<file path="src/hdl/aop_pkg.sv">
`timescale 1ns / 1ps

package aop_pkg;

  localparam int unsigned MAX_ENTRIES_DEF = 32;
  localparam int unsigned COORD_BITS_DEF  = 16;

  localparam int unsigned KIND_W = 3;
  localparam int unsigned SLOT_W = 5;
  localparam int unsigned STAT_W = 3;

  // request kinds
  localparam logic [KIND_W-1:0] KIND_ADD   = 3'd0;
  localparam logic [KIND_W-1:0] KIND_RM    = 3'd1;
  localparam logic [KIND_W-1:0] KIND_CLR   = 3'd2;
  localparam logic [KIND_W-1:0] KIND_QUERY = 3'd3;
  localparam logic [KIND_W-1:0] KIND_SCAN  = 3'd4;

  // result status codes
  localparam logic [STAT_W-1:0] STAT_OK       = 3'd0;
  localparam logic [STAT_W-1:0] STAT_OCCUPIED = 3'd1;
  localparam logic [STAT_W-1:0] STAT_EMPTY    = 3'd2;
  localparam logic [STAT_W-1:0] STAT_HIT      = 3'd3;
  localparam logic [STAT_W-1:0] STAT_NONE     = 3'd4;

  typedef enum logic [1:0] {
    ST_IDLE,
    ST_WALK,
    ST_DONE
  } state_e;

  // broadcast control from the sequencer to every cell
  typedef struct packed {
    logic              adv;
    logic              wr;
    logic              rm;
    logic              clr;
    logic              scan;
    logic [SLOT_W-1:0] wslot;
    logic [SLOT_W-1:0] sslot;
  } ctl_t;

  // token handed from one cell to the next
  typedef struct packed {
    logic tok;
    logic armed;
  } link_t;

endpackage

</file>
<file path="src/hdl/aop_in_if.sv">
`timescale 1ns / 1ps

interface aop_in_if
  import aop_pkg::*;
#(
  parameter int unsigned COORD_BITS = COORD_BITS_DEF
) ();

  logic                         valid;
  logic                         ready;
  logic        [KIND_W-1:0]     kind;
  logic        [SLOT_W-1:0]     slot;
  logic signed [COORD_BITS-1:0] min_x;
  logic signed [COORD_BITS-1:0] min_y;
  logic signed [COORD_BITS-1:0] min_z;
  logic signed [COORD_BITS-1:0] max_x;
  logic signed [COORD_BITS-1:0] max_y;
  logic signed [COORD_BITS-1:0] max_z;

  modport source (
    output valid, kind, slot, min_x, min_y, min_z, max_x, max_y, max_z,
    input  ready
  );

  modport sink (
    input  valid, kind, slot, min_x, min_y, min_z, max_x, max_y, max_z,
    output ready
  );

endinterface

</file>
<file path="src/hdl/aop_out_if.sv">
`timescale 1ns / 1ps

interface aop_out_if
  import aop_pkg::*;
();

  logic              valid;
  logic              ready;
  logic [STAT_W-1:0] status;
  logic [SLOT_W-1:0] partner_slot;
  logic              last;

  modport source (
    output valid, status, partner_slot, last,
    input  ready
  );

  modport sink (
    input  valid, status, partner_slot, last,
    output ready
  );

endinterface

</file>
<file path="src/hdl/aop_seq.sv">
`timescale 1ns / 1ps

module aop_seq
  import aop_pkg::*;
#(
  parameter int unsigned MAX_ENTRIES = MAX_ENTRIES_DEF
) (
  input  logic                   clk_i,
  input  logic                   rst_ni,
  aop_in_if.sink                 req_i,
  aop_out_if.source              rsp_o,
  input  logic [MAX_ENTRIES-1:0] used_i,
  input  logic                   hit_i,
  input  logic                   tail_tok_i,
  output ctl_t                   ctl_o,
  output link_t                  launch_o
);

  localparam int unsigned IDX_W = (MAX_ENTRIES > 1) ? $clog2(MAX_ENTRIES) : 1;

  state_e            state_q, state_d;
  logic [IDX_W-1:0]  pos_q;
  logic              pend_v_q;
  logic [SLOT_W-1:0] pend_slot_q;
  logic [STAT_W-1:0] fin_q, fin_d;
  logic              scan_q;
  logic [SLOT_W-1:0] scan_slot_q;
  logic              out_v_q;
  logic [STAT_W-1:0] out_stat_q;
  logic [SLOT_W-1:0] out_slot_q;
  logic              out_last_q;

  logic accept, in_range, used_rd, out_free, stall;
  logic walk_go, is_query, is_scan, do_wr, do_rm, do_clr;
  logic load_mid, load_fin;

  assign accept   = req_i.valid && req_i.ready;
  assign in_range = 32'(req_i.slot) < 32'(MAX_ENTRIES);
  assign used_rd  = in_range && used_i[IDX_W'(req_i.slot)];
  assign out_free = !out_v_q || rsp_o.ready;
  assign stall    = (state_q == ST_WALK) && hit_i && pend_v_q && !out_free;

  // decode the request
  always_comb begin
    walk_go  = 1'b0;
    is_query = 1'b0;
    is_scan  = 1'b0;
    do_wr    = 1'b0;
    do_rm    = 1'b0;
    do_clr   = 1'b0;
    fin_d    = STAT_OK;
    unique case (req_i.kind)
      KIND_ADD: begin
        if (used_rd || !in_range) begin
          fin_d = STAT_OCCUPIED;
        end else begin
          do_wr = 1'b1;
        end
      end
      KIND_RM: begin
        if (used_rd) begin
          do_rm = 1'b1;
        end else begin
          fin_d = STAT_EMPTY;
        end
      end
      KIND_CLR: begin
        do_clr = 1'b1;
      end
      KIND_QUERY: begin
        walk_go  = 1'b1;
        is_query = 1'b1;
        fin_d    = STAT_NONE;
      end
      KIND_SCAN: begin
        if (used_rd) begin
          walk_go = 1'b1;
          is_scan = 1'b1;
          fin_d   = STAT_NONE;
        end else begin
          fin_d = STAT_EMPTY;
        end
      end
      default: begin
        fin_d = STAT_OK;
      end
    endcase
  end

  // next state
  always_comb begin
    state_d = state_q;
    unique case (state_q)
      ST_IDLE: begin
        if (accept) begin
          state_d = walk_go ? ST_WALK : ST_DONE;
        end
      end
      ST_WALK: begin
        if (!stall && tail_tok_i) begin
          state_d = ST_DONE;
        end
      end
      ST_DONE: begin
        if (out_free) begin
          state_d = ST_IDLE;
        end
      end
      default: state_d = ST_IDLE;
    endcase
  end

  // outputs
  always_comb begin
    req_i.ready    = (state_q == ST_IDLE);
    load_mid       = (state_q == ST_WALK) && hit_i && pend_v_q && out_free;
    load_fin       = (state_q == ST_DONE) && out_free;
    ctl_o.adv      = !stall;
    ctl_o.wr       = accept && do_wr;
    ctl_o.rm       = accept && do_rm;
    ctl_o.clr      = accept && do_clr;
    ctl_o.scan     = scan_q;
    ctl_o.wslot    = req_i.slot;
    ctl_o.sslot    = scan_slot_q;
    launch_o.tok   = accept && walk_go;
    launch_o.armed = accept && is_query;
  end

  assign rsp_o.valid        = out_v_q;
  assign rsp_o.status       = out_stat_q;
  assign rsp_o.partner_slot = out_slot_q;
  assign rsp_o.last         = out_last_q;

  always_ff @(posedge clk_i or negedge rst_ni) begin
    if (!rst_ni) begin
      state_q  <= ST_IDLE;
      pos_q    <= '0;
      pend_v_q <= 1'b0;
      scan_q   <= 1'b0;
      out_v_q  <= 1'b0;
    end else begin
      state_q <= state_d;
      if (accept) begin
        pos_q    <= '0;
        pend_v_q <= 1'b0;
        scan_q   <= is_scan;
      end else if (state_q == ST_WALK && !stall) begin
        pos_q <= pos_q + IDX_W'(1);
        if (hit_i) begin
          pend_v_q <= 1'b1;
        end
      end else if (load_fin) begin
        pend_v_q <= 1'b0;
      end
      if (load_mid || load_fin) begin
        out_v_q <= 1'b1;
      end else if (rsp_o.ready) begin
        out_v_q <= 1'b0;
      end
    end
  end

  always_ff @(posedge clk_i) begin
    if (accept) begin
      fin_q       <= fin_d;
      scan_slot_q <= req_i.slot;
    end
    if (state_q == ST_WALK && !stall && hit_i) begin
      pend_slot_q <= SLOT_W'(pos_q);
    end
    if (load_mid) begin
      out_stat_q <= STAT_HIT;
      out_slot_q <= pend_slot_q;
      out_last_q <= 1'b0;
    end else if (load_fin) begin
      out_stat_q <= pend_v_q ? STAT_HIT : fin_q;
      out_slot_q <= pend_v_q ? pend_slot_q : '0;
      out_last_q <= 1'b1;
    end
  end

`ifndef NO_ASSERTIONS
  a_accept_leaves_idle: assert property (@(posedge clk_i) disable iff (!rst_ni)
    accept |=> state_q != ST_IDLE)
    else $error("sequencer stayed idle after a request");

  a_hit_only_walking: assert property (@(posedge clk_i) disable iff (!rst_ni)
    hit_i |-> state_q == ST_WALK)
    else $error("cell hit outside of a walk");

  a_stall_holds: assert property (@(posedge clk_i) disable iff (!rst_ni)
    (state_q == ST_WALK && stall) |=> ($stable(pos_q) && state_q == ST_WALK))
    else $error("walk moved while stalled");

  a_idle_no_pending: assert property (@(posedge clk_i) disable iff (!rst_ni)
    state_q == ST_IDLE |-> !pend_v_q)
    else $error("pending hit left over in idle");
`endif

endmodule

</file>
<file path="src/flat_wrapper.sv">
// flat-port wrapper written by rule: the top's interface ports become plain ports
module aop_seq_flat import aop_pkg::*;
#(
  parameter int unsigned MAX_ENTRIES = MAX_ENTRIES_DEF
)
  (clk_i, rst_ni, used_i, hit_i, tail_tok_i, ctl_o, launch_o, req_i_valid, req_i_kind, req_i_slot, req_i_min_x, req_i_min_y, req_i_min_z, req_i_max_x, req_i_max_y, req_i_max_z, req_i_ready, rsp_o_valid, rsp_o_status, rsp_o_partner_slot, rsp_o_last, rsp_o_ready);
  aop_in_if req_i_i ();
  aop_out_if rsp_o_i ();
  input  logic clk_i;
  input  logic rst_ni;
  input  logic [MAX_ENTRIES-1:0] used_i;
  input  logic hit_i;
  input  logic tail_tok_i;
  output ctl_t ctl_o;
  output link_t launch_o;
  input wire logic [$bits(req_i_i.valid)-1:0] req_i_valid;
  input wire logic [$bits(req_i_i.kind)-1:0] req_i_kind;
  input wire logic [$bits(req_i_i.slot)-1:0] req_i_slot;
  input wire logic [$bits(req_i_i.min_x)-1:0] req_i_min_x;
  input wire logic [$bits(req_i_i.min_y)-1:0] req_i_min_y;
  input wire logic [$bits(req_i_i.min_z)-1:0] req_i_min_z;
  input wire logic [$bits(req_i_i.max_x)-1:0] req_i_max_x;
  input wire logic [$bits(req_i_i.max_y)-1:0] req_i_max_y;
  input wire logic [$bits(req_i_i.max_z)-1:0] req_i_max_z;
  output wire logic [$bits(req_i_i.ready)-1:0] req_i_ready;
  output wire logic [$bits(rsp_o_i.valid)-1:0] rsp_o_valid;
  output wire logic [$bits(rsp_o_i.status)-1:0] rsp_o_status;
  output wire logic [$bits(rsp_o_i.partner_slot)-1:0] rsp_o_partner_slot;
  output wire logic [$bits(rsp_o_i.last)-1:0] rsp_o_last;
  input wire logic [$bits(rsp_o_i.ready)-1:0] rsp_o_ready;
  assign req_i_i.valid = req_i_valid;
  assign req_i_i.kind = req_i_kind;
  assign req_i_i.slot = req_i_slot;
  assign req_i_i.min_x = req_i_min_x;
  assign req_i_i.min_y = req_i_min_y;
  assign req_i_i.min_z = req_i_min_z;
  assign req_i_i.max_x = req_i_max_x;
  assign req_i_i.max_y = req_i_max_y;
  assign req_i_i.max_z = req_i_max_z;
  assign req_i_ready = req_i_i.ready;
  assign rsp_o_valid = rsp_o_i.valid;
  assign rsp_o_status = rsp_o_i.status;
  assign rsp_o_partner_slot = rsp_o_i.partner_slot;
  assign rsp_o_last = rsp_o_i.last;
  assign rsp_o_i.ready = rsp_o_ready;
  aop_seq #(.MAX_ENTRIES(MAX_ENTRIES)) u_core (.clk_i(clk_i), .rst_ni(rst_ni), .req_i(req_i_i), .rsp_o(rsp_o_i), .used_i(used_i), .hit_i(hit_i), .tail_tok_i(tail_tok_i), .ctl_o(ctl_o), .launch_o(launch_o));
endmodule
</file>
<file path="config.mk">
export PLATFORM = sky130hd
export DESIGN_NAME = aop_seq_flat
export DESIGN_NICKNAME = d
export VERILOG_FILES = /design/src/hdl/aop_pkg.sv /design/src/hdl/aop_in_if.sv /design/src/hdl/aop_out_if.sv /design/src/hdl/aop_seq.sv /design/src/flat_wrapper.sv
export SDC_FILE = /design/constraint.sdc
export NUM_CORES = 1
export LEC_CHECK = 0
export BUFFER_PORTS_ARGS = -buffer_cell sky130_fd_sc_hd__buf_2
export CORE_MARGIN = 10
export CORE_UTILIZATION = 25
export CTS_CLUSTER_SIZE = 10
export DETAILED_ROUTE_END_ITERATION = 8
export GPL_TIMING_DRIVEN = 0
export SLEW_MARGIN = 10
export SYNTH_ARGS = -nofsm -noshare
export SYNTH_HDL_FRONTEND = slang
export SYNTH_SLANG_ARGS = --single-unit
</file>
<file path="constraint.sdc">
create_clock -name clk_i -period 1.5 [get_ports clk_i]
set_input_delay 0.3 -clock clk_i [delete_from_list [all_inputs] [get_ports clk_i]]
set_output_delay 0.3 -clock clk_i [all_outputs]
set_load 0.05 [all_outputs]
</file>
==> results of run 1 <==
## worst register-to-register path, stage by stage (launching register included)
cell and delay, ns:
dfrtp_1 0.42, buf_6 0.13, buf_6 0.09, nor2b_4 0.21
nand4_4 0.14, buf_6 0.15, buf_6 0.10, and3_4 0.17
a31o_4 0.20
## final cells by class
type,instances,share of cell area [%]
plain buffers,9,2.616
clock buffers,6,2.572
clock inverters,2,1.242
inverters,1,0.2661
multi-input cells,113,33.92
flip-flops and latches,32,30.95
well taps,80,3.548
repair buffers,97,24.88
## how the worst min path moves through the flow
stage,from,end,slack [ns],cells past startpoint
floorplan,rst_ni,u_core.pend_v_q$_DFFE_PN0P_,0.004,0
global placement,rst_ni,u_core.pos_q[0]$_DFFE_PN0P_,0.18,1
detailed placement,rst_ni,u_core.pos_q[3]$_DFFE_PN0P_,0.18,1
CTS,req_i_slot[4],u_core.scan_slot_q[4]$_DFFE_PP_,0.28,1
global route,req_i_slot[1],u_core.scan_slot_q[1]$_DFFE_PP_,0.30,2
finish,req_i_slot[4],u_core.scan_slot_q[4]$_DFFE_PP_,0.29,1
## logic make-up after synthesis
kind of cell / Yosys count / share of synthesized area [%]
buf+inv: 12 / 5.366
flops: 32 / 50.47
simple gates: 70 / 23.49
compound gates: 19 / 6.962
xor+xnor: 5 / 2.539
fa+ha+maj: 1 / 0.7250
mux: 18 / 10.44
## synthesized netlist by cell type (4+ instances only)
| cell type | count | area share [%] |
|---|---|---|
| a21oi_1 | 5 | 1.5 |
| a22oi_1 | 4 | 1.7 |
| nand2_1 | 17 | 3.7 |
| and2_1 | 7 | 2.5 |
| edfxtp_1 | 18 | 31 |
| nand3_1 | 6 | 1.7 |
| nand2b_1 | 4 | 1.5 |
| dfrtp_1 | 10 | 15 |
| buf_4 | 6 | 2.6 |
| mux2i_1 | 18 | 10 |
| o21ai_0 | 4 | 1.2 |
| dfxtp_1 | 4 | 4.6 |
| nor2_1 | 13 | 2.8 |
## metrics by stage
| step | cell area, µm² | total power [mW] | setup TNS, ns | hold WS (ns) | std cells |
|---|---|---|---|---|---|
| after floorplan | 1821 | 2.087 | -3.637 | 0.004409 | 157 |
| after global placement | 2281 | 2.377 | -3.921 | 0.1843 | 309 |
| after detailed placement | 2281 | 2.386 | -4.072 | 0.1838 | 309 |
| after CTS | 2703 | 3.387 | -2.512 | 0.2796 | 337 |
| after global routing | 2821 | 3.583 | -5.957 | 0.3022 | 340 |
| final | 2821 | 3.407 | -3.769 | 0.2898 | 340 |
## repair_timing
item / CTS / global route
hold endpoints to repair: 10 / 0
endpoints found under the setup margin: 26 / 30
gates cloned: 2 / 0
hold buffers: 1 / 0
gates resized for setup: 40 / 27
setup buffers: 20 / 5
pin swaps: 19 / 11
## state kept, by name (all words and copies together), names as in the netlist
signal	cells
u_core.fin_q	3
u_core.pend_slot_q	5
u_core.pend_v_q	1
u_core.pos_q	5
u_core.rsp_o.last	1
u_core.rsp_o.partner_slot	5
u_core.rsp_o.status	3
u_core.rsp_o.valid	1
u_core.scan_q	1
u_core.scan_slot_q	5
u_core.state_q	2
## per-layer routing
layer / GRT usage, % / up-vias
li1: - / 762
met1: 10.66 / 689
met2: 15.60 / 54
met3: 3.351 / 5
met4: 4.064 / 0
met5: 0 / -
## report_power, final
part	switching, mW	internal [mW]
sequential	0.0845	1.11
clock	0.297	0.492
combinational	0.901	0.520
total	1.28	2.12
==> reports/metrics.yaml, run 1 <==
crit_path_frequent_cell: "buf_12"
die-area_um2: 10620
worstPathRequired_ns: 1.20
hold_viol: 0
fillers: 670
seq_area_frac_synth_pct: 50.47
seq_area_um2: 873.3
tritoncts: "done"
cp_num_buf_inv: 4
wl_per_cell_um: 14.27
final_core_util_pct: 41.76
cts-root-buf: "clkbuf_8"
synthCells: 157
startpoint_type: "primary input"
critPathTopFamily: "buffers and inverters"
cellPowerDensity_nw_per_um2: 1208
cts_buffer_depth: 2
rsz0062_at_grt: "true"
reg2reg_slack_ns: -0.22
layout_common_cells: "buf_2 (64), edfxtp_1 (18), mux2i_1 (17), buf_4 (17), buf_6 (15)"
coreArea_um2: 6756
htreeDepth: 2
hpwlAfterDp_um: 3532
reg2reg_to: "u_core.pend_v_q$_DFFE_PN0P_"
p_leak_nw: 1.282
syn_area_um2: 1725
worst-path-stages: 10
grt_util_all_layers_pct: 9.406
critPathMaxFanout: 5
overflow: 0
final_nets: 402
drv_slew: 0
arrival_ns: 1.57
finalCritPeriodShare_pct: 125.0
areaGrowthSynthToFinish_pct: 63.52
place_congestion: 0.7319
numCtsBuffers: 5
num_antenna_cells: 0
synth-async-reset-ratio_pct: 31.25
grt_first_pass_wirelength_um: 7748
core.rowCount: 30
slowest_delay_ns: 0.22
ys_warn_count: 0
clk_pin_slew_ns: 0.06
worst_pin_slew_ns: 0.3393
drt-met1-wl_um: 2061
multi_input_area_um2: 957.2
via_per_inst: 4.441
endpoint: "ctl_o[13]"
setup-violations-final: 27
syn-num-nets: 300
hp-class: "in -> reg"
cp_slowest_cell: "mux2i_1"
avgSynthCellArea_um2: 10.99
synth_edf_count: 18
ios: 170
period_needed_ns: 1.875
path_class: "in -> out"
synth_cell_types: 40
drc_errors: 0
cap_violations: 0
critPathCaptureType: "output pin"
first_global_vias: 1603
num_vias: 1510
final_layout_size_suffix_gt1_share_pct: 59.23
ir_drop_v: 0.0003392
violations: "setup timing"
drt_iter0_drc: 41
clk_latency_ns: 0.28
final.setup_skew_ns: 0.004215
pre_cts_ws_ns: -0.6977
dr_wl_met3_um: 314
routed.top_layer: "met4"
floorplan.initialDensity_pct: 25.54
worst_r2r_path_depth: 8
dr.pass1.iters: 4
antenna_found_initial: 0
outcome: "finished, violations left"
ys.flop_type: "edfxtp_1"
layout_setup_ws_ns: -0.3750
synth-seq-cells: 32
startpoint: "req_i_slot[1]"
crit_chain: "buf_12 > buf_12 > mux2i_1 > a22oi_2 > nand3_2 > nand2_4 > nor2_4 > buf_4 > and3_4 > buf_8"
dieWidth_um: 103.1
met2_length_um: 2409
timing.rr.start: "u_core.state_q[0]$_DFFE_PN0P_"
totalWireLength_um: 4853
final_common_cell: "buf_2"
port_buffers: 72
antenna_left: 0
die_y_um: 103.1
relSlewSlack_pct: 77.38
grt_max_degree: 14
cts.sinks: 32
max_freq_mhz: 533.3
Note: power is estimated with default switching activity, not from simulation.
==> inputs of run 2 (changes only) <==
--- a/config.mk
+++ b/config.mk
@@ -5,10 +5,11 @@
 export SDC_FILE = /design/constraint.sdc
 export NUM_CORES = 1
 export LEC_CHECK = 0
+export ABC_AREA = 1
 export BUFFER_PORTS_ARGS = -buffer_cell sky130_fd_sc_hd__buf_2
 export CORE_MARGIN = 10
 export CORE_UTILIZATION = 25
-export CTS_CLUSTER_SIZE = 10
+export CTS_CLUSTER_SIZE = 16
 export DETAILED_ROUTE_END_ITERATION = 8
 export GPL_TIMING_DRIVEN = 0
 export SLEW_MARGIN = 10
==> reports/metrics.yaml, run 2 <==
final_nets: 454
seq_area_frac_synth_pct: 49.05
yosysTopAreaCell: "edfxtp_1"
ys_warn_count: 0
dr.pass1.iters: 4
synth-async-reset-ratio_pct: 31.25
p_leak_nw: 1.403
syn-num-nets: 349
cts-root-buf: "clkbuf_8"
slowest_delay_ns: 0.14
yosysMostFrequentCell: "nand2_1"
numCtsBuffers: 5
place_congestion: 0.7805
floorplan.initialDensity_pct: 25.99
fin_hold_ws_ns: 0.2109
first_global_vias: 1730
finalCritPeriodShare_pct: 128.0
via_per_inst: 4.098
arrival_ns: 1.62
layout_common_cells: "buf_2 (65), nand2_1 (47), buf_4 (25)"
clk_latency_ns: 0.28
die_y_um: 104.3
synth_xor_area_share_pct: 0.4933
synth_edf_count: 18
setup-violations-final: 11
htreeDepth: 2
hold_depth: 1
max_freq_mhz: 521.0
synth_area_leaders: "edfxtp_1 (30%), dfrtp_1 (14%), nand2_1 (12%)"
port_buffers: 73
outcome: "finished, violations left"
synth_fa_ha_area_share_pct: 0.7047
cellPowerDensity_nw_per_um2: 1228
drc_errors: 0
setup_tns_ns: -1.603
synth_top_family_by_area: "simple AND/OR/NAND/NOR gates"
cts_buffer_depth: 2
totalWireLength_um: 5331
worst_pin_slew_ns: 0.5377
grt_first_pass_wirelength_um: 8583
synth_common_cells: "nand2_1 (55), nand3_1 (33), inv_1 (27)"
synthCells: 206
startpoint_type: "primary input"
crit_path_frequent_cell: "buf_8"
p_clk_share_pct: 18.7
wl_per_cell_um: 13.07
synth_mux_area_share_pct: 0
worst_r2r_path_depth: 8
hold_viol: 0
cap_violations: 0
crit_chain: "buf_8 > buf_8 > buf_4 > buf_4 > nand3_2 > nand3_1 > nand2_1 > nand2_1 > nand3_2 > nand2_4 > inv_4 > nand3_4 > nand2_4 > buf_8"
hp-class: "in -> reg"
core.rowCount: 30
ios: 170
die-area_um2: 10870
synth_cell_types: 33
drt_iter0_drc: 41
p_sw_share_pct: 42.49
cts.sinks: 32
areaGrowthSynthToFinish_pct: 65.40
ys.flop_type: "edfxtp_1"
final_common_cell: "buf_2"
tritoncts: "done"
critPathMaxFanout: 4
p_comb_share_pct: 46.7
synth-seq-cells: 32
period_needed_ns: 1.920
final.setup_skew_ns: 0.007784
synth_simple_gate_area_share_pct: 31.99
drv_slew: 0
avgSynthCellArea_um2: 8.619
grt_max_degree: 12
power.internal_mw: 2.074
final_core_util_pct: 42.99
cp_slowest_cell: "buf_8"
grt_util_all_layers_pct: 9.581
hpwlAfterDp_um: 4003
ir_drop_v: 0.0003799
power_switching_mw: 1.532
coreArea_um2: 6832
synth-compound-area-share_pct: 5.215
worstPathRequired_ns: 1.20
final_layout_size_suffix_gt1_share_pct: 56.73
dieWidth_um: 104.3
critPathCaptureType: "output pin"
synth_top_area_share_pct: 30.44
clk_pin_slew_ns: 0.06
relSlewSlack_pct: 63.88
syn_area_um2: 1775
overflow: 0
p_seq_share_pct: 34.5
num_vias: 1672
antenna_left: 0
antenna_found_initial: 0
layout_setup_ws_ns: -0.4195
violations: "setup timing"
path_class: "in -> out"
num_antenna_cells: 0
rsz0062_at_grt: "true"
==> run 2: changes by cell type in the layout (fill, tap and decap cells not counted), moves of 4 or more <==
cell     delta
a22oi_2     -4
nand3_2    +16
inv_1      +21
mux2i_1    -17
nand2_1    +34
buf_6       -8
buf_8       +4
nand3_1    +14
and2_1      -5
nor2_1      -7
buf_4       +8
nand2_4     +4
==> run 2: worst paths after layout <==
| kind | from | end | slack [ns] |
|---|---|---|---|
| max | req_i_slot[1] | launch_o[1] | -0.42 |
| min in group asynchronous | rst_ni | u_core.pos_q[2]$_DFFE_PN0P_ | 0.42 |
| min | req_i_slot[1] | u_core.scan_slot_q[1]$_DFFE_PP_ | 0.21 |
| max in group asynchronous | rst_ni | u_core.rsp_o.valid$_DFFE_PN0P_ | 0.85 |
| max reg2reg | u_core.state_q[0]$_DFFE_PN0P_ | u_core.rsp_o.partner_slot[4]$_DFFE_PP_ | 0 |
| min reg2reg | u_core.pos_q[4]$_DFFE_PN0P_ | u_core.pend_slot_q[4]$_DFFE_PP_ | 0.46 |
==> run 2: worst max-delay path, delay by kind of cell <==
family,cells,cell delay [ns]
AND/OR/NAND/NOR,8,0.61
buffers and inverters,6,0.70
==> run 2: power groups by stage <==
stage               Clock [mW]  Combinational (mW)  Sequential (mW)
global route             0.747                1.80             1.27
global placement             0                1.40             1.27
CTS                      0.702                1.57             1.25
detailed placement           0                1.41             1.27
floorplan                    0               0.631             1.70
finish                   0.675                1.68             1.25
==> run 2: cell families after synthesis <==
group | Yosys count
AO/OA/AOI/OAI | 15
adder cells (fa/ha/maj) | 1
buffers and inverters | 41
XOR/XNOR | 1
AND/OR/NAND/NOR | 116
flip-flops | 32
==> run 2: cell type report <==
cell class              instances  area (µm²)
flip-flops and latches         32       874.6
repair buffers                 99       701.9
inverters                      30       135.1
multi-input cells             133       910.9
clock inverters                 1       7.507
clock buffers                   7       86.33
fillers                       712        3895
plain buffers                  10       100.1
well taps                      96       120.1
==> run 2: metal layers <==
layer	track usage, %	wire (µm)
met1	11.81	2417
met4	3.280	58
met2	14.68	2445
met5	0	0
met3	3.903	410
==> run 2: timing repair <==
action / CTS / global route
pin swaps: 21 / 15
gates cloned: 2 / 0
endpoints found under the hold margin: 10 / 0
buffers inserted: 15 / 9
hold buffers: 1 / 0
resized for setup: 45 / 26
setup endpoints to repair: 14 / 21
==> run 2: stage by stage <==
stage	instance area (µm²)	std cells	power, mW	worst slack [ns]
2_1_floorplan	1887	206	2.326	-0.3758
3_3_place_gp	2372	375	2.668	-0.6095
3_5_place_dp	2372	375	2.682	-0.6071
4_1_cts	2795	401	3.525	-0.4236
5_1_grt	2937	408	3.817	-0.5228
6_report	2937	408	3.606	-0.4195
==> inputs of run 3 (changes only) <==
--- a/config.mk
+++ b/config.mk
@@ -7,6 +7,7 @@
 export LEC_CHECK = 0
 export ABC_AREA = 1
 export BUFFER_PORTS_ARGS = -buffer_cell sky130_fd_sc_hd__buf_2
+export CAP_MARGIN = 10
 export CORE_MARGIN = 10
 export CORE_UTILIZATION = 25
 export CTS_CLUSTER_SIZE = 16
==> constraint.sdc (replaced) <==
create_clock -name clk_i -period 1.5 [get_ports clk_i]
set_input_delay 0.075 -clock clk_i [delete_from_list [all_inputs] [get_ports clk_i]]
set_output_delay 0.075 -clock clk_i [all_outputs]
set_load 0.05 [all_outputs]
==> reports/metrics.yaml, run 3 (same netlist as run 2, synthesis figures left out) <==
outcome: "finished, violations left"
violations: "setup timing"
critPathCaptureType: "output pin"
totalWireLength_um: 5163
finalInstanceArea_um2: 2775
max_freq_mhz: 644.4
grt_first_pass_wirelength_um: 8059
final_core_util_pct: 40.62
slowest_delay_ns: 0.46
period_needed_ns: 1.552
finalPower_mw: 3.525
final_layout_size_suffix_gt1_share_pct: 55.56
cp_slowest_cell: "dfrtp_2"
grt_util_all_layers_pct: 8.929
worstPathRequired_ns: 1.42
dieWidth_um: 104.3
p_clk_share_pct: 18.2
drt-met1-wl_um: 2421
layout_setup_ws_ns: -0.05180
antenna_found_initial: 0
wl_per_cell_um: 12.84
p_comb_share_pct: 46.1
die-area_um2: 10870
cts-root-buf: "clkbuf_8"
routed.top_layer: "met4"
floorplan.initialDensity_pct: 25.99
power.internal_mw: 1.980
dr.pass1.iters: 4
met2_length_um: 2225
overflow: 0
first_global_vias: 1675
numCtsBuffers: 5
cts.sinks: 32
ir_drop_v: 0.0004353
port_buffers: 73
fin_hold_ws_ns: 0.04556
cap_violations: 0
arrival_ns: 1.48
final_common_cell: "buf_2"
relSlewSlack_pct: 65.24
drv_slew: 0
die_y_um: 104.3
place_congestion: 0.7738
path_class: "reg -> out"
hp-class: "in -> reg"
setup_tns_ns: -0.1265
p_leak_nw: 1.323
hold_viol: 0
antenna_left: 0
worst_pin_slew_ns: 0.5174
placedInstanceArea_um2: 2356
grt_max_degree: 12
critPathMaxFanout: 7
final_nets: 448
crit_chain: "nor2_4 > nand2_8 > buf_4 > nor3_4 > buf_6"
layout_common_cells: "buf_2 (66), nand2_1 (48), buf_4 (26)"
core.rowCount: 30
seq_area_um2: 874.6
drc_errors: 0
htreeDepth: 2
drt_iter0_drc: 66
setup-violations-final: 3
rsz0062_at_grt: "true"
multi_input_area_um2: 898.4
clk_latency_ns: 0.28
clk_pin_slew_ns: 0.07
areaGrowthSynthToFinish_pct: 56.31
p_seq_share_pct: 35.7
coreArea_um2: 6832
finalCritPeriodShare_pct: 103.5
num_antenna_cells: 0
via_per_inst: 4.100
cts_buffer_depth: 2
hpwlAfterDp_um: 3939
ios: 170
p_sw_share_pct: 43.84
startpoint_type: "register"
dr_wl_met3_um: 428
num_vias: 1648
fillers: 702
final.setup_skew_ns: 0.007739
cellPowerDensity_nw_per_um2: 1270
power_switching_mw: 1.546
tritoncts: "done"
## run 3: per-stage QoR
stage          worst slack [ns]  instances
6_report               -0.05180        402
5_1_grt                 -0.1294        402
4_1_cts                -0.04410        391
3_5_place_dp            -0.2190        375
3_3_place_gp            -0.2026        375
2_1_floorplan           -0.1494        206
## run 3: routing by layer
layer  vias to the layer above  global-route usage, %
li1                        867                      -
met1                       714                  11.12
met2                        59                  13.12
met3                         8                  4.089
met4                         0                  3.280
met5                         -                      0
## run 3: final cells by class
cell class	count	share of cell area, %
Tap cell	96	4.328
Timing Repair Buffer	93	20.42
Sequential cell	32	31.51
Inverter	30	4.869
Clock inverter	3	0.6763
Clock buffer	5	2.480
Multi-Input combinational cell	133	32.37
Buffer	10	3.336
## run 3: power groups by stage
stage	Sequential [mW]	Combinational (mW)	Clock [mW]
after global placement	1.27	1.39	0
after detailed placement	1.28	1.39	0
after floorplan	1.70	0.625	0
final	1.26	1.63	0.640
after global routing	1.28	1.73	0.709
after CTS	1.26	1.49	0.667
## run 3: final timing paths
kind | slack (ns) | depth (start not counted) | to | start
worst min-delay path | 0.05 | 1 | u_core.scan_slot_q[4]$_DFFE_PP_ | req_i_slot[4]
worst min register to register | 0.46 | 2 | u_core.rsp_o.status[2]$_SDFFE_PP0P_ | u_core.rsp_o.status[2]$_SDFFE_PP0P_
max in group asynchronous | 1.08 | 2 | u_core.state_q[1]$_DFFE_PN0P_ | rst_ni
min in group asynchronous | 0.19 | 2 | u_core.pend_v_q$_DFFE_PN0P_ | rst_ni
worst max register to register | 0.04 | 9 | u_core.pos_q[4]$_DFFE_PN0P_ | u_core.state_q[1]$_DFFE_PN0P_
worst max-delay path | -0.05 | 5 | ctl_o[13] | u_core.state_q[1]$_DFFE_PN0P_
## run 3: repair_timing
action / CTS / global route
buffers inserted: 7 / 11
endpoints found under the hold margin: 10 / 1
hold buffers: 1 / 1
gates cloned: 0 / 0
resized for setup: 16 / 37
endpoints found under the setup margin: 12 / 20
pin swaps: 6 / 22
## run 3: critical path: cells and delay by family (launching register included)
kind | cells | cell delay [ns]
AND/OR/NAND/NOR | 3 | 0.42
flip-flops | 1 | 0.46
buffers and inverters | 2 | 0.33
